==> config.mk <==
export PLATFORM = sky130hd
export DESIGN_NAME = imu_body_accel_compensation_core
export DESIGN_NICKNAME = d
export VERILOG_FILES = /design/src/ibac_pkg.sv /design/src/ibac_ctrl.sv /design/src/ibac_datapath.sv /design/src/imu_body_accel_compensation_core.sv
export VERILOG_INCLUDE_DIRS = /design/src /design/src/src
export SDC_FILE = /design/constraint.sdc
export NUM_CORES = 2
export LEC_CHECK = 0
export ABC_AREA = 1
export BUFFER_PORTS_ARGS = -buffer_cell sky130_fd_sc_hd__buf_2
export CAP_MARGIN = 30
export CORE_AREA = 2 2 315 395
export CTS_CLUSTER_SIZE = 14
export DETAILED_ROUTE_END_ITERATION = 8
export DIE_AREA = 0 0 317 397
export HOLD_SLACK_MARGIN = 0.05
export PLACE_DENSITY = 0.86
export SLEW_MARGIN = 20
export SYNTH_ARGS = -nofsm -noshare
export SYNTH_HDL_FRONTEND = slang
export SYNTH_SLANG_ARGS = --single-unit
export TNS_END_PERCENT = 30
==> constraint.sdc <==
create_clock -name clk_i -period 9.55 [get_ports clk_i]
set_input_delay 1.91 -clock clk_i [delete_from_list [all_inputs] [get_ports clk_i]]
set_output_delay 1.91 -clock clk_i [all_outputs]
set_load 0.1 [all_outputs]
==> src/imu_body_accel_compensation_core_defines.svh <==
// ---------------------------------------------------------------------------
// IMU body acceleration compensation - assertion macros
// Shared concurrent assertion wrappers clocked on clk_i.
// ---------------------------------------------------------------------------
`ifndef IMU_BODY_ACCEL_COMPENSATION_CORE_DEFINES_SVH
`define IMU_BODY_ACCEL_COMPENSATION_CORE_DEFINES_SVH

// Assertion that is switched off while rst_ni is low.
`define IBAC_ASSERT(lbl, prop, msg) \
  lbl: assert property (@(posedge clk_i) disable iff (!rst_ni) (prop)) else $error(msg);

// Assertion that must hold at every edge, reset included.
`define IBAC_ASSERT_ALWAYS(lbl, prop, msg) \
  lbl: assert property (@(posedge clk_i) (prop)) else $error(msg);

`endif

==> src/ibac_pkg.sv <==
// ---------------------------------------------------------------------------
// IMU body acceleration compensation - package
// Widths, register codes, micro-operation table and shared types.
// ---------------------------------------------------------------------------
package ibac_pkg;

  localparam int FRAC_BITS = 16;
  localparam int QUAT_FRAC = 14;

  localparam int GYRO_W  = 24;
  localparam int ACCEL_W = 25;
  localparam int QUAT_W  = 16;
  localparam int LEVER_W = 18;
  localparam int GRAV_W  = 20;
  localparam int RATE_W  = 10;

  localparam int CFG_ADDR_W = 2;
  localparam int CFG_DATA_W = 20;

  localparam int IN_DATA_W  = 216;
  localparam int OUT_DATA_W = 80;

  // Internal value widths.
  localparam int DIFF_W  = GYRO_W + 1;
  localparam int MAT_W   = 2 * QUAT_W + 2;
  localparam int WSUM_W  = 2 * GYRO_W - FRAC_BITS + 1;
  localparam int WPROD_W = 2 * GYRO_W - FRAC_BITS;
  localparam int ALPHA_W = DIFF_W + RATE_W;
  localparam int ACC_W   = 40;
  localparam int OPA_W   = ALPHA_W;
  localparam int OPB_W   = ACCEL_W;
  localparam int PROD_W  = OPA_W + OPB_W;

  localparam int NUM_STEPS = 20;
  localparam int STEP_W    = $clog2(NUM_STEPS);
  localparam logic [STEP_W-1:0] LAST_STEP = STEP_W'(NUM_STEPS - 1);

  // Configuration register indexes.
  localparam logic [CFG_ADDR_W-1:0] CFG_LEVER   = CFG_ADDR_W'(0);
  localparam logic [CFG_ADDR_W-1:0] CFG_GRAVITY = CFG_ADDR_W'(1);
  localparam logic [CFG_ADDR_W-1:0] CFG_RATE    = CFG_ADDR_W'(2);

  localparam logic [GRAV_W-1:0] GRAVITY_RST = GRAV_W'(((49 << FRAC_BITS) + 2) / 5);
  localparam logic [RATE_W-1:0] RATE_RST    = RATE_W'(50);

  typedef logic signed [GYRO_W-1:0]  gyro_t;
  typedef logic signed [ACCEL_W-1:0] accel_t;
  typedef logic signed [QUAT_W-1:0]  quat_t;
  typedef logic signed [DIFF_W-1:0]  diff_t;
  typedef logic signed [MAT_W-1:0]   mat_t;
  typedef logic signed [WSUM_W-1:0]  wsum_t;
  typedef logic signed [WPROD_W-1:0] wprod_t;
  typedef logic signed [ALPHA_W-1:0] alpha_t;
  typedef logic signed [ACC_W-1:0]   acc_t;
  typedef logic signed [OPA_W-1:0]   opa_t;
  typedef logic signed [OPB_W-1:0]   opb_t;
  typedef logic signed [PROD_W-1:0]  prod_t;

  localparam mat_t  M2_INIT   = mat_t'(64'sd1 <<< (2 * QUAT_FRAC));
  localparam prod_t RND_FRAC  = prod_t'(64'sd1 <<< (FRAC_BITS - 1));
  localparam prod_t RND_QUAT  = prod_t'(64'sd1 <<< (2 * QUAT_FRAC - 1));
  localparam acc_t  SAT_HI    = acc_t'((64'sd1 <<< (ACCEL_W - 1)) - 64'sd1);
  localparam acc_t  SAT_LO    = acc_t'(-(64'sd1 <<< (ACCEL_W - 1)));

  typedef struct packed {
    logic [4:0] pad;
    quat_t      quat_w;
    quat_t      quat_z;
    quat_t      quat_y;
    quat_t      quat_x;
    accel_t     accel_raw_z;
    accel_t     accel_raw_y;
    accel_t     accel_raw_x;
    gyro_t      gyro_z;
    gyro_t      gyro_y;
    gyro_t      gyro_x;
  } in_pkt_t;

  typedef struct packed {
    logic [4:0] pad;
    accel_t     accel_body_z;
    accel_t     accel_body_y;
    accel_t     accel_body_x;
  } out_pkt_t;

  typedef enum logic [3:0] {
    A_QX, A_QY, A_QW, A_WX, A_WY, A_WZ, A_M0, A_M1,
    A_M2, A_DY, A_DZ, A_WSUM, A_WXY, A_WXZ, A_ALY, A_ALZ
  } opa_sel_e;

  typedef enum logic [2:0] {
    B_QX, B_QY, B_QZ, B_WY, B_WZ, B_GRAV, B_RATE, B_LEVER
  } opb_sel_e;

  typedef enum logic [1:0] {
    SH_X2, SH_R16, SH_R28, SH_NONE
  } shift_e;

  typedef enum logic [1:0] {
    OP_LOAD, OP_ADD, OP_SUB
  } wb_op_e;

  typedef enum logic [3:0] {
    D_M0, D_M1, D_M2, D_WSUM, D_WXY, D_WXZ, D_ALY, D_ALZ, D_B0, D_B1, D_B2
  } dst_e;

  typedef struct packed {
    opa_sel_e a_sel;
    opb_sel_e b_sel;
    shift_e   shift;
    wb_op_e   op;
    dst_e     dst;
  } uop_t;

  typedef struct packed {
    logic start;
    logic issue;
    logic load_out;
    uop_t uop;
  } cmd_t;

  typedef struct packed {
    logic out_free;
  } status_t;

  // One multiply per step; the product is registered and written back in the
  // following step, so a consumer sits at least two steps behind its producer.
  function automatic uop_t uop_f(input logic [STEP_W-1:0] step);
    uop_t u;
    case (int'(step))
      0:       u = '{A_QX,   B_QZ,    SH_X2,   OP_ADD,  D_M0};
      1:       u = '{A_QY,   B_QZ,    SH_X2,   OP_ADD,  D_M1};
      2:       u = '{A_QX,   B_QX,    SH_X2,   OP_SUB,  D_M2};
      3:       u = '{A_QW,   B_QY,    SH_X2,   OP_SUB,  D_M0};
      4:       u = '{A_QW,   B_QX,    SH_X2,   OP_ADD,  D_M1};
      5:       u = '{A_QY,   B_QY,    SH_X2,   OP_SUB,  D_M2};
      6:       u = '{A_WY,   B_WY,    SH_R16,  OP_ADD,  D_WSUM};
      7:       u = '{A_M0,   B_GRAV,  SH_R28,  OP_SUB,  D_B0};
      8:       u = '{A_WZ,   B_WZ,    SH_R16,  OP_ADD,  D_WSUM};
      9:       u = '{A_M1,   B_GRAV,  SH_R28,  OP_SUB,  D_B1};
      10:      u = '{A_WX,   B_WY,    SH_R16,  OP_LOAD, D_WXY};
      11:      u = '{A_M2,   B_GRAV,  SH_R28,  OP_SUB,  D_B2};
      12:      u = '{A_WX,   B_WZ,    SH_R16,  OP_LOAD, D_WXZ};
      13:      u = '{A_DZ,   B_RATE,  SH_NONE, OP_LOAD, D_ALZ};
      14:      u = '{A_DY,   B_RATE,  SH_NONE, OP_LOAD, D_ALY};
      15:      u = '{A_WSUM, B_LEVER, SH_R16,  OP_ADD,  D_B0};
      16:      u = '{A_WXY,  B_LEVER, SH_R16,  OP_SUB,  D_B1};
      17:      u = '{A_ALZ,  B_LEVER, SH_R16,  OP_SUB,  D_B1};
      18:      u = '{A_WXZ,  B_LEVER, SH_R16,  OP_SUB,  D_B2};
      19:      u = '{A_ALY,  B_LEVER, SH_R16,  OP_ADD,  D_B2};
      default: u = '{A_QX,   B_QX,    SH_NONE, OP_LOAD, D_WXY};
    endcase
    return u;
  endfunction

endpackage

==> src/ibac_ctrl.sv <==
// ---------------------------------------------------------------------------
// IMU body acceleration compensation - controller
// One-hot sequencer that steps the shared multiplier through the step table.
// ---------------------------------------------------------------------------
`include "imu_body_accel_compensation_core_defines.svh"

module ibac_ctrl (
  input  logic              clk_i,
  input  logic              rst_ni,
  input  logic              s_tvalid_i,
  output logic              s_tready_o,
  input  ibac_pkg::status_t status_i,
  output ibac_pkg::cmd_t    cmd_o
);

  typedef enum logic [3:0] {
    S_IDLE = 4'b0001,
    S_RUN  = 4'b0010,
    S_WB   = 4'b0100,
    S_FIN  = 4'b1000
  } state_e;

  state_e                        state_q, state_d;
  logic [ibac_pkg::STEP_W-1:0]   cnt_q, cnt_d;

  always_comb begin
    state_d          = state_q;
    cnt_d            = cnt_q;
    cmd_o.start      = 1'b0;
    cmd_o.issue      = 1'b0;
    cmd_o.load_out   = 1'b0;
    cmd_o.uop        = ibac_pkg::uop_f(cnt_q);
    case (state_q)
      S_IDLE: begin
        if (s_tvalid_i) begin
          cmd_o.start = 1'b1;
          cnt_d       = '0;
          state_d     = S_RUN;
        end
      end
      S_RUN: begin
        cmd_o.issue = 1'b1;
        if (cnt_q == ibac_pkg::LAST_STEP) begin
          state_d = S_WB;
        end else begin
          cnt_d = cnt_q + 1'b1;
        end
      end
      S_WB: begin
        state_d = S_FIN;
      end
      S_FIN: begin
        if (status_i.out_free) begin
          cmd_o.load_out = 1'b1;
          state_d        = S_IDLE;
        end
      end
      default: begin
        state_d = S_IDLE;
      end
    endcase
  end

  assign s_tready_o = (state_q == S_IDLE);

  always_ff @(posedge clk_i or negedge rst_ni) begin
    if (!rst_ni) begin
      state_q <= S_IDLE;
      cnt_q   <= '0;
    end else begin
      state_q <= state_d;
      cnt_q   <= cnt_d;
    end
  end

  `IBAC_ASSERT(a_start_enters_run, cmd_o.start |=> (state_q == S_RUN) && (cnt_q == '0), "item accepted but sequence did not start at step zero")
  `IBAC_ASSERT(a_last_step_drains, (state_q == S_RUN) && (cnt_q == ibac_pkg::LAST_STEP) |=> (state_q == S_WB), "sequence did not leave run after its last step")

endmodule

==> src/ibac_datapath.sv <==
// ---------------------------------------------------------------------------
// IMU body acceleration compensation - datapath
// Config registers, operand muxes, shared multiplier, write-back and output.
// ---------------------------------------------------------------------------
`include "imu_body_accel_compensation_core_defines.svh"

module ibac_datapath (
  input  logic                              clk_i,
  input  logic                              rst_ni,
  input  logic                              cfg_valid_i,
  input  logic [ibac_pkg::CFG_ADDR_W-1:0]   cfg_addr_i,
  input  logic [ibac_pkg::CFG_DATA_W-1:0]   cfg_data_i,
  input  logic [ibac_pkg::IN_DATA_W-1:0]    s_tdata_i,
  output logic                              m_tvalid_o,
  input  logic                              m_tready_i,
  output logic [ibac_pkg::OUT_DATA_W-1:0]   m_tdata_o,
  output logic                              m_tuser_o,
  input  ibac_pkg::cmd_t                    cmd_i,
  output ibac_pkg::status_t                 status_o
);

  logic [ibac_pkg::LEVER_W-1:0] lever_q;
  logic [ibac_pkg::GRAV_W-1:0]  gravity_q;
  logic [ibac_pkg::RATE_W-1:0]  rate_q;

  ibac_pkg::in_pkt_t  in_pkt;
  ibac_pkg::gyro_t    prev_q [3];
  ibac_pkg::quat_t    qx_q, qy_q, qz_q, qw_q;
  ibac_pkg::diff_t    dy_q, dz_q;
  ibac_pkg::mat_t     m0_q, m1_q, m2_q;
  ibac_pkg::wsum_t    wsum_q;
  ibac_pkg::wprod_t   wxy_q, wxz_q;
  ibac_pkg::alpha_t   aly_q, alz_q;
  ibac_pkg::acc_t     b_q [3];

  ibac_pkg::opa_t     opa;
  ibac_pkg::opb_t     opb;
  ibac_pkg::prod_t    p_q;
  logic               wb_valid_q;
  ibac_pkg::shift_e   wb_shift_q;
  ibac_pkg::wb_op_e   wb_op_q;
  ibac_pkg::dst_e     wb_dst_q;
  ibac_pkg::acc_t     wb_val, wb_cur, wb_res;

  ibac_pkg::accel_t   sat_val [3];
  logic [2:0]         clip;
  ibac_pkg::out_pkt_t out_q;
  logic               sat_flag_q;
  logic               out_valid_q;

  assign in_pkt = ibac_pkg::in_pkt_t'(s_tdata_i);

  // Configuration registers; write them only while the block is idle (not enforced here).
  always_ff @(posedge clk_i or negedge rst_ni) begin
    if (!rst_ni) begin
      lever_q   <= '0;
      gravity_q <= ibac_pkg::GRAVITY_RST;
      rate_q    <= ibac_pkg::RATE_RST;
    end else if (cfg_valid_i) begin
      case (cfg_addr_i)
        ibac_pkg::CFG_LEVER:   lever_q   <= cfg_data_i[ibac_pkg::LEVER_W-1:0];
        ibac_pkg::CFG_GRAVITY: gravity_q <= cfg_data_i[ibac_pkg::GRAV_W-1:0];
        ibac_pkg::CFG_RATE:    rate_q    <= cfg_data_i[ibac_pkg::RATE_W-1:0];
        default: ;
      endcase
    end
  end

  // The previous gyro vector doubles as the current one once an item is
  // taken: the difference is formed at accept time.
  always_ff @(posedge clk_i or negedge rst_ni) begin
    if (!rst_ni) begin
      prev_q[0] <= '0;
      prev_q[1] <= '0;
      prev_q[2] <= '0;
    end else if (cmd_i.start) begin
      prev_q[0] <= in_pkt.gyro_x;
      prev_q[1] <= in_pkt.gyro_y;
      prev_q[2] <= in_pkt.gyro_z;
    end
  end

  always_comb begin
    case (cmd_i.uop.a_sel)
      ibac_pkg::A_QX:   opa = ibac_pkg::opa_t'(qx_q);
      ibac_pkg::A_QY:   opa = ibac_pkg::opa_t'(qy_q);
      ibac_pkg::A_QW:   opa = ibac_pkg::opa_t'(qw_q);
      ibac_pkg::A_WX:   opa = ibac_pkg::opa_t'(prev_q[0]);
      ibac_pkg::A_WY:   opa = ibac_pkg::opa_t'(prev_q[1]);
      ibac_pkg::A_WZ:   opa = ibac_pkg::opa_t'(prev_q[2]);
      ibac_pkg::A_M0:   opa = ibac_pkg::opa_t'(m0_q);
      ibac_pkg::A_M1:   opa = ibac_pkg::opa_t'(m1_q);
      ibac_pkg::A_M2:   opa = ibac_pkg::opa_t'(m2_q);
      ibac_pkg::A_DY:   opa = ibac_pkg::opa_t'(dy_q);
      ibac_pkg::A_DZ:   opa = ibac_pkg::opa_t'(dz_q);
      ibac_pkg::A_WSUM: opa = ibac_pkg::opa_t'(wsum_q);
      ibac_pkg::A_WXY:  opa = ibac_pkg::opa_t'(wxy_q);
      ibac_pkg::A_WXZ:  opa = ibac_pkg::opa_t'(wxz_q);
      ibac_pkg::A_ALY:  opa = ibac_pkg::opa_t'(aly_q);
      ibac_pkg::A_ALZ:  opa = ibac_pkg::opa_t'(alz_q);
      default:          opa = '0;
    endcase
  end

  always_comb begin
    case (cmd_i.uop.b_sel)
      ibac_pkg::B_QX:    opb = ibac_pkg::opb_t'(qx_q);
      ibac_pkg::B_QY:    opb = ibac_pkg::opb_t'(qy_q);
      ibac_pkg::B_QZ:    opb = ibac_pkg::opb_t'(qz_q);
      ibac_pkg::B_WY:    opb = ibac_pkg::opb_t'(prev_q[1]);
      ibac_pkg::B_WZ:    opb = ibac_pkg::opb_t'(prev_q[2]);
      ibac_pkg::B_GRAV:  opb = ibac_pkg::opb_t'(gravity_q);
      ibac_pkg::B_RATE:  opb = ibac_pkg::opb_t'(rate_q);
      ibac_pkg::B_LEVER: opb = ibac_pkg::opb_t'(lever_q);
      default:           opb = '0;
    endcase
  end

  // Scaling applied to the registered product before it is loaded or accumulated.
  always_comb begin
    case (wb_shift_q)
      ibac_pkg::SH_X2:   wb_val = ibac_pkg::acc_t'(p_q <<< 1);
      ibac_pkg::SH_R16:  wb_val = ibac_pkg::acc_t'((p_q + ibac_pkg::RND_FRAC)
                                                   >>> ibac_pkg::FRAC_BITS);
      ibac_pkg::SH_R28:  wb_val = ibac_pkg::acc_t'((p_q + ibac_pkg::RND_QUAT)
                                                   >>> (2 * ibac_pkg::QUAT_FRAC));
      ibac_pkg::SH_NONE: wb_val = ibac_pkg::acc_t'(p_q);
      default:           wb_val = '0;
    endcase
  end

  always_comb begin
    case (wb_dst_q)
      ibac_pkg::D_M0:   wb_cur = ibac_pkg::acc_t'(m0_q);
      ibac_pkg::D_M1:   wb_cur = ibac_pkg::acc_t'(m1_q);
      ibac_pkg::D_M2:   wb_cur = ibac_pkg::acc_t'(m2_q);
      ibac_pkg::D_WSUM: wb_cur = ibac_pkg::acc_t'(wsum_q);
      ibac_pkg::D_WXY:  wb_cur = ibac_pkg::acc_t'(wxy_q);
      ibac_pkg::D_WXZ:  wb_cur = ibac_pkg::acc_t'(wxz_q);
      ibac_pkg::D_ALY:  wb_cur = ibac_pkg::acc_t'(aly_q);
      ibac_pkg::D_ALZ:  wb_cur = ibac_pkg::acc_t'(alz_q);
      ibac_pkg::D_B0:   wb_cur = b_q[0];
      ibac_pkg::D_B1:   wb_cur = b_q[1];
      ibac_pkg::D_B2:   wb_cur = b_q[2];
      default:          wb_cur = '0;
    endcase
  end

  always_comb begin
    case (wb_op_q)
      ibac_pkg::OP_LOAD: wb_res = wb_val;
      ibac_pkg::OP_ADD:  wb_res = wb_cur + wb_val;
      ibac_pkg::OP_SUB:  wb_res = wb_cur - wb_val;
      default:           wb_res = wb_cur;
    endcase
  end

  always_ff @(posedge clk_i or negedge rst_ni) begin
    if (!rst_ni) begin
      wb_valid_q <= 1'b0;
    end else begin
      wb_valid_q <= cmd_i.issue;
    end
  end

  always_ff @(posedge clk_i) begin
    if (cmd_i.issue) begin
      p_q        <= opa * opb;
      wb_shift_q <= cmd_i.uop.shift;
      wb_op_q    <= cmd_i.uop.op;
      wb_dst_q   <= cmd_i.uop.dst;
    end
  end

  // Working registers: most are preloaded on accept, then loaded or accumulated step by step.
  always_ff @(posedge clk_i) begin
    if (cmd_i.start) begin
      qx_q   <= in_pkt.quat_x;
      qy_q   <= in_pkt.quat_y;
      qz_q   <= in_pkt.quat_z;
      qw_q   <= in_pkt.quat_w;
      dy_q   <= ibac_pkg::diff_t'(in_pkt.gyro_y) - ibac_pkg::diff_t'(prev_q[1]);
      dz_q   <= ibac_pkg::diff_t'(in_pkt.gyro_z) - ibac_pkg::diff_t'(prev_q[2]);
      m0_q   <= '0;
      m1_q   <= '0;
      m2_q   <= ibac_pkg::M2_INIT;
      wsum_q <= '0;
      b_q[0] <= ibac_pkg::acc_t'(in_pkt.accel_raw_x);
      b_q[1] <= ibac_pkg::acc_t'(in_pkt.accel_raw_y);
      b_q[2] <= ibac_pkg::acc_t'(in_pkt.accel_raw_z);
    end else if (wb_valid_q) begin
      case (wb_dst_q)
        ibac_pkg::D_M0:   m0_q   <= ibac_pkg::mat_t'(wb_res);
        ibac_pkg::D_M1:   m1_q   <= ibac_pkg::mat_t'(wb_res);
        ibac_pkg::D_M2:   m2_q   <= ibac_pkg::mat_t'(wb_res);
        ibac_pkg::D_WSUM: wsum_q <= ibac_pkg::wsum_t'(wb_res);
        ibac_pkg::D_WXY:  wxy_q  <= ibac_pkg::wprod_t'(wb_res);
        ibac_pkg::D_WXZ:  wxz_q  <= ibac_pkg::wprod_t'(wb_res);
        ibac_pkg::D_ALY:  aly_q  <= ibac_pkg::alpha_t'(wb_res);
        ibac_pkg::D_ALZ:  alz_q  <= ibac_pkg::alpha_t'(wb_res);
        ibac_pkg::D_B0:   b_q[0] <= wb_res;
        ibac_pkg::D_B1:   b_q[1] <= wb_res;
        ibac_pkg::D_B2:   b_q[2] <= wb_res;
        default: ;
      endcase
    end
  end

  always_comb begin
    for (int k = 0; k < 3; k++) begin
      if (b_q[k] > ibac_pkg::SAT_HI) begin
        sat_val[k] = ibac_pkg::accel_t'(ibac_pkg::SAT_HI);
        clip[k]    = 1'b1;
      end else if (b_q[k] < ibac_pkg::SAT_LO) begin
        sat_val[k] = ibac_pkg::accel_t'(ibac_pkg::SAT_LO);
        clip[k]    = 1'b1;
      end else begin
        sat_val[k] = ibac_pkg::accel_t'(b_q[k]);
        clip[k]    = 1'b0;
      end
    end
  end

  always_ff @(posedge clk_i or negedge rst_ni) begin
    if (!rst_ni) begin
      out_valid_q <= 1'b0;
    end else if (cmd_i.load_out) begin
      out_valid_q <= 1'b1;
    end else if (m_tready_i) begin
      out_valid_q <= 1'b0;
    end
  end

  always_ff @(posedge clk_i) begin
    if (cmd_i.load_out) begin
      out_q.pad          <= '0;
      out_q.accel_body_x <= sat_val[0];
      out_q.accel_body_y <= sat_val[1];
      out_q.accel_body_z <= sat_val[2];
      sat_flag_q         <= |clip;
    end
  end

  assign status_o.out_free = !out_valid_q || m_tready_i;
  assign m_tvalid_o        = out_valid_q;
  assign m_tdata_o         = out_q;
  assign m_tuser_o         = sat_flag_q;

  `IBAC_ASSERT_ALWAYS(a_no_overwrite, (out_valid_q && !m_tready_i) |-> !cmd_i.load_out, "output register reloaded while a result was still waiting")

endmodule

==> src/imu_body_accel_compensation_core.sv <==
// ---------------------------------------------------------------------------
// IMU body acceleration compensation core
// Removes gravity and lever-arm terms from one IMU sample per transfer.
// ---------------------------------------------------------------------------
// Usage:
// An IMU sample (gyro rates, raw accelerometer vector, unit quaternion) is
// taken on the s_axis channel; one compensated body-frame acceleration
// vector leaves on the m_axis channel, with the clip flag in m_axis_tuser.
// Lever arm, gravity and sample rate are written through the cfg channel,
// which is always ready; write it only while no sample is in flight.
// One sample is processed at a time: after the input transfer it runs through
// the twenty steps on the single shared multiplier, a write-back state and a
// state that loads the output register once it is free, and only then returns
// to idle to accept the next transfer; m_axis_tvalid rises once it is loaded.
// The output register decouples the two sides: the next sample is accepted
// and computed while the previous result waits; if m_axis_tready is still
// low when the next result is ready, the sequencer holds until it drains.
// Reset clears the previous gyro vector to zero, restores default config
// (lever arm 0, gravity 9.8 m/s^2, 50 samples/s) and empties the output.
// ---------------------------------------------------------------------------
module imu_body_accel_compensation_core (
  input  logic                             clk_i,
  input  logic                             rst_ni,
  // Configuration writes: index 0 lever arm, 1 gravity, 2 sample rate.
  input  logic                             cfg_valid_i,
  output logic                             cfg_ready_o,
  input  logic [ibac_pkg::CFG_ADDR_W-1:0]  cfg_addr_i,
  input  logic [ibac_pkg::CFG_DATA_W-1:0]  cfg_data_i,
  // Sample input.
  input  logic                             s_axis_tvalid,
  output logic                             s_axis_tready,
  // gyro_x, gyro_y, gyro_z, accel_raw_x, accel_raw_y, accel_raw_z,
  // quat_x, quat_y, quat_z, quat_w, zero fill
  input  logic [ibac_pkg::IN_DATA_W-1:0]   s_axis_tdata,
  // Result output.
  output logic                             m_axis_tvalid,
  input  logic                             m_axis_tready,
  // accel_body_x, accel_body_y, accel_body_z, zero fill
  output logic [ibac_pkg::OUT_DATA_W-1:0]  m_axis_tdata,
  // saturated
  output logic                             m_axis_tuser
);

  ibac_pkg::cmd_t    cmd;
  ibac_pkg::status_t status;

  // Config registers sit in the datapath and take a write in any cycle.
  assign cfg_ready_o = 1'b1;

  // The controller sequences the multiplier steps; the datapath holds the
  // operands, the accumulators and the output register.
  ibac_ctrl u_ctrl (
    .clk_i      (clk_i),
    .rst_ni     (rst_ni),
    .s_tvalid_i (s_axis_tvalid),
    .s_tready_o (s_axis_tready),
    .status_i   (status),
    .cmd_o      (cmd)
  );

  ibac_datapath u_datapath (
    .clk_i       (clk_i),
    .rst_ni      (rst_ni),
    .cfg_valid_i (cfg_valid_i),
    .cfg_addr_i  (cfg_addr_i),
    .cfg_data_i  (cfg_data_i),
    .s_tdata_i   (s_axis_tdata),
    .m_tvalid_o  (m_axis_tvalid),
    .m_tready_i  (m_axis_tready),
    .m_tdata_o   (m_axis_tdata),
    .m_tuser_o   (m_axis_tuser),
    .cmd_i       (cmd),
    .status_o    (status)
  );

endmodule
-- Yosys cells after proc, flatten, opt, wreduce, memory -nomap -nowiden
Memory sizes are Yosys's and may differ from the RTL's.
Index checks and enable logic that the tools add are counted.
- $mul: 1
- magnitude comparators: 6
- equality and inequality tests: 48
- $add $sub $neg: 7
- reductions and logical operators: 24
- bitwise gates (word level): 4
- multiplexer cells: 45
- operators by type and width (kind ; count):
    case mux 35 bit (16 select lines) ; 1
    case mux 40 bit (11 select lines) ; 1
    case mux 25 bit (8 select lines) ; 1
    case mux 40 bit (4 select lines) ; 1
    greater-than comparator 40 x 25 -> 1 bit (second input constant) ; 3
    < comparator 40 x 25 -> 1 bit (second input constant) ; 3
    2-to-1 mux 40 bit ; 3
    case mux 40 bit (3 select lines) ; 1
    2-to-1 mux 25 bit ; 3
    adder 60 x 29 -> 60 bit (second input constant) ; 1
    multiplier 35 x 25 -> 60 bit ; 1
    adder 56 x 17 -> 56 bit (second input constant) ; 1
    subtractor 24 x 24 -> 25 bit ; 2
    == test 4 bit (second input constant) ; 12
    adder 40 bit ; 1
    subtractor 40 bit ; 1
    == test 4 x 3 -> 1 bit (second input constant) ; 9
    2-to-1 mux 1 bit ; 27
    == test 4 x 2 -> 1 bit (second input constant) ; 5
    AND reduction 3 bit ; 6
    case mux 4 bit (4 select lines) ; 1
    AND reduction 2 bit ; 7
    == test 3 bit (second input constant) ; 4
    == test 4 x 1 -> 1 bit (second input constant) ; 3
    other kinds (20) ; 37
- bits in read-only memories: 480
- memories: 2
- bits of input ports: 243
- bits in writable memories: 120
- word-level logic and storage cells: 169
- output and inout bits: 84
- register bits after elaboration: 658
- memory list (memory ; words ; bits a word ; rd ports ; clocked after memory_dff ; wr ports ; line ; source):
    (name not given) ; 32 ; 15 ; 1 ; 0 ; 0 ; ibac_pkg.sv:130 ; case (int'(step))
    u_datapath.b_q ; 3 ; 40 ; 3 ; 0 ; 3 ; ibac_datapath.sv:34 ; ibac_pkg::acc_t b_q [3];

-- Logic depth before layout (Yosys ltp)
- depth in word-level cells: 6
- depth in mapped cells: 49
- mapped depth without buffers: 49

-- Cells and area by module
From an unflattened synthesis, not the netlist that was laid out.
- cell total of the unflattened synthesis: 8669
- area total of the unflattened synthesis: 72997.5 µm²
- modules (own cells, without submodules) (module ; cells an instance ; area each (µm²) ; instances ; sequential area each (µm²)):
    ibac_datapath ; 8522 ; 72045.3 ; 1 ; 21147.8
    ibac_ctrl ; 145 ; 940.9 ; 1 ; 226.5
    imu_body_accel_compensation_core ; 2 ; 11.3 ; 1 ; 0.0

-- Worst setup path before layout
OpenSTA, ideal clock, no wires.
- path kind: flip-flop to flip-flop
- start: register u_ctrl.cnt_q[0] (netlist bit)
- end: register u_datapath.p_q[56], data pin
- stages on the path, launching flop included: 44
- setup slack: 861 ps
- clock period less this slack: 8689 ps
- data required time: 9288 ps
- setup time: 262 ps
- path buffers: 2
- arrival: 8427 ps
- cell sequence: dfrtp_1 > inv_1 > ha_1 > inv_1 > nand2_1 > nand3_1 > nand3_1 > o21ai_2 > nor2_2 > nand2_4 > nand3_1 > nor4_2 > and2_4 > inv_2 > buf_2 > nand4_1 > nand2_4 > inv_2 > [8 not listed] > fa_1 > fa_1 > fa_1 > inv_1 > fa_1 > inv_1 > ha_1 > nand2_1 > nor2_1 > inv_1 > nor3_1 > and3_1 > nand3_1 > nand3_1 > nand2_1 > o211ai_1 > a21oi_1 > xor2_1
- word-level cells in the longest chain between the ends: 4
- elaborated cells on any way between the ends: 28
- those cells by class: 1 x mul; 22 x eq/ne; 2 x mux; 2 x reduce/logical; 1 x memory
- ends and longest elaborated chain (element ; line ; source):
    start, declared ; ibac_ctrl.sv:24 ; logic [ibac_pkg::STEP_W-1:0] cnt_q, cnt_d;
    start signal, assigned ; ibac_ctrl.sv:72 ; cnt_q <= cnt_d;
    memory read (32 x 15 bit) (*) ; n/a ;
    == test 4 bit (tied with other cells) ; ibac_datapath.sv:84 ; case (cmd_i.uop.a_sel)
    case mux 35 bit (16 select lines) or case mux 25 bit (8 select lines) (tied branches) ; ibac_datapath.sv:84, ibac_datapath.sv:106 ;
    multiplier 35 x 25 -> 60 bit (*) ; ibac_datapath.sv:168 ; p_q <= opa * opb;
    end signal, assigned ; ibac_datapath.sv:168 ;
    end, declared ; ibac_datapath.sv:38 ; ibac_pkg::prod_t p_q;
Mark *: on every way between the ends. The rest lies on a longest branch, timed or not.
A chain may end at the register's enable or synchronous reset.

-- Final worst setup path
- start: register u_ctrl.cnt_q[1] (netlist bit)
- end: register u_datapath.p_q[57], data pin
Same word-level chain as after synthesis.

==> flow_summary.toml <==
[clock_network]
ctsHoldBuffers = 0
clockBufferDepth = 3
path_clk_slew_ns = 0.07
cts_tree = "done"
clock-sinks = 778
root_buffer = "clkbuf_16"
cts_inserted_buffers = 78
clk_latency_ns = 0.71
htree_levels = 3

[synthesis]
synth.area.top_cells = "fa_1, edfxtp_1, nand2_1, inv_1, ha_1"
yosysTopAreaCell = "fa_1"
synth_top_cells_by_count = "nand2_1, inv_1, fa_1"
synth-seq-cells = 778
yosys_most_used_dff = "edfxtp_1"
synth_edf_count = 512
yosysWarnings = 0
yosysSeqAreaShare = 0.2935
netlist_instances = 8583
yosysMostFrequentCell = "nand2_1"
avgSynthCellArea_um2 = 8.486
synthArstFlopShare = 0.1684
syn_area_mm2 = 0.07284
yosysTopAreaCellShare = 0.2449
synth.distinct_cells = 72

[timing]
finalSetupViolCount = 1
holdWs_ns = 0.4836
slew_violations = 0
rsz0062_at_grt = "yes"
worst_clock_skew_ns = 0.06253
timing.final.hold_violations = 0
fin_crit_sh = 1.005
period_needed_ns = 9.594
clock.fmax_mhz = 104.2
slew_headroom = 0.2250
worst_pin_slew_ns = 1.163
setup_ws_ns = -0.04367

[floorplan]
dieHeight_um = 397
start_util = 0.5954
ios = 327
coreArea_mm2 = 0.1223
die-area_mm2 = 0.1258
row_count = 144
chipWidth_um = 317

[worst_setup_path]
cp_slowest_cell = "fa_2"
cp_slowest_stage_delay_ns = 0.64
critical_path_class = "reg2reg"
cp-start-kind = "flop"
worstPathMaxFanout = 9
crit_required_ns = 9.95
endpoint_kind = "flop"
path_common_cell = "buf_4"
arrival_ns = 9.99

[run]
max_cap_viol_count = 0

[global_routing]
grt_first_pass_wirelength_um = 428800
grt_antenna_before_repair = 9
grt_max_degree = 89
grtUsageTotal = 0.4674
grt_pass1_vias = 69680
grt_overflow = 0

[routing]
ant_nets = 0
drc = 0
firstDrtPassIters = 9
vias_per_cell = 6.208
wl_um = 296200
post_drt_wl_per_cell_um = 26.91
drt_iter0_drc = 8826
via_count = 68340

[final_layout]
synthToLayoutAreaGrowth_pct = 17.27
design_area_mm2 = 0.08542
utilization = 0.6982
nNetsFinal = 10720
drive_above_1_share = 0.1691

[place]
gp_congestion = 1.087
io_buffers = 315
dpl_cell_area_mm2 = 0.08063
hpwl_um = 237200

[run_status]
status = "finished, violations left"
violations = "negative setup slack"

[hold_path]
hp-class = "reg2reg"
[timing repair]
item | CTS | global route
gates cloned | 0 | 3
buffers inserted | 11 | 38
pin swaps | 12 | 105
gates resized for setup | 66 | 342
endpoints found under the setup margin | 23 | 34
[flip-flops by register name, indices dropped and copies added, names as in the netlist, 16 cells and up]
signal and count:
u_datapath.qz_q 16, u_datapath.dy_q 25, u_datapath.qx_q 16, u_datapath.lever_q 18, u_datapath.wxy_q 32, u_datapath.wsum_q 33
u_datapath.qy_q 16, u_datapath.qw_q 16, u_datapath.wxz_q 32, u_datapath.m_tdata_o 75, u_datapath.m0_q 34, u_datapath.p_q 60
u_datapath.alz_q 35, u_datapath.b_q 120, u_datapath.aly_q 35, u_datapath.m2_q 34, u_datapath.dz_q 25, u_datapath.gravity_q 20
u_datapath.m1_q 34, u_datapath.prev_q 72
[layout by cell type (no fill, tap or decap), types with 24 or more instances in the layout]
cell type	Yosys	routed
fa_1	891	861
a21oi_1	389	362
a21oi_2	3	30
nor2_2	22	37
buf_2	139	314
a31oi_1	53	43
nor3_1	43	35
o22ai_1	109	109
buf_4	10	584
a221oi_1	159	148
o21ai_1	12	27
nand4_1	70	70
nand2_2	17	41
nand2_1	1724	1691
nor4_1	32	24
xor2_1	103	101
inv_1	1593	1559
dfrtp_1	116	114
ha_4	0	25
dfxtp_1	135	135
buf_6	12	40
o21ai_0	575	549
buf_12	0	67
clkbuf_16	0	83
nor2_1	783	748
edfxtp_1	512	512
xnor2_1	53	53
o211ai_1	46	46
inv_2	54	61
nand3_1	244	238
ha_1	261	231
fa_2	0	30
[area by class of cell]
class	instances	area (um2)
Fill cell	9489	36920
Inverter	1657	6320
Sequential cell	778	21380
Tap cell	1606	2009
Antenna cell	10	25.02
Clock inverter	43	459.2
Multi-Input combinational cell	5791	45050
Timing Repair Buffer	1019	8003
Clock buffer	103	2170
[metrics by stage]
stage | TNS, ns | worst slack [ns] | cells
final | -0.04367 | -0.04367 | 11010
after global routing | -2.226 | -0.2829 | 11000
after CTS | -0.009477 | -0.006140 | 10950
after detailed placement | -3.402 | -0.3679 | 10800
after global placement | -2.459 | -0.3836 | 10790
after floorplan | 0 | 0.8612 | 8587
[cells by family (layout without fill, tap and decap cells)]
group	count (synthesis)	count (layout)	synth area share
mux	2	2	0.0003092
fa+ha+maj	1152	1152	0.2897
xor+xnor	156	156	0.01876
buf+inv	2019	2822	0.1082
simple gates	2997	2998	0.1683
other cells	2	16	0.0001031
compound gates	1477	1477	0.1211
flops	778	778	0.2935
[worst max-delay path, delay by kind of cell, from the launching register on]
kind / cells / cell delay [ns]
fa+ha+maj: 9 / 4.33
compound gates: 5 / 1.09
buf+inv: 15 / 2.03
simple gates: 9 / 1.22
xor+xnor: 1 / 0.18
flops: 1 / 0.41
[worst paths after layout]
kind	from	endpoint	slack (ns)	cells after the start
hold reg to reg	u_datapath.prev_q[51]$_DFFE_PN0P_	u_datapath.prev_q[51]$_DFFE_PN0P_	0.48	2
setup / recovery	u_ctrl.cnt_q[1]$_DFFE_PN0P_	u_datapath.p_q[57]$_DFFE_PP_	-0.04	39
setup reg to reg	u_ctrl.cnt_q[1]$_DFFE_PN0P_	u_datapath.p_q[57]$_DFFE_PP_	-0.04	39
hold / removal	u_datapath.prev_q[51]$_DFFE_PN0P_	u_datapath.prev_q[51]$_DFFE_PN0P_	0.48	2
max in group asynchronous	rst_ni	u_ctrl.cnt_q[2]$_DFFE_PN0P_	6.86	2
min in group asynchronous	rst_ni	u_datapath.prev_q[49]$_DFFE_PN0P_	1.24	1
[layer usage]
metal | vias to the layer above | part of all wire | GRT usage
met4 | 2 | 0.12 | 0.4355
met3 | 1622 | 0.10 | 0.09951
met5 | - | 0.000044 | 0
li1 | 28910 | - | -
met2 | 4961 | 0.46 | 0.7654
met1 | 32840 | 0.31 | 0.5024
Power is left out: the tool's default activity adds up to more than one toggle a clock period on the data nets, which glitch-free logic cannot reach.
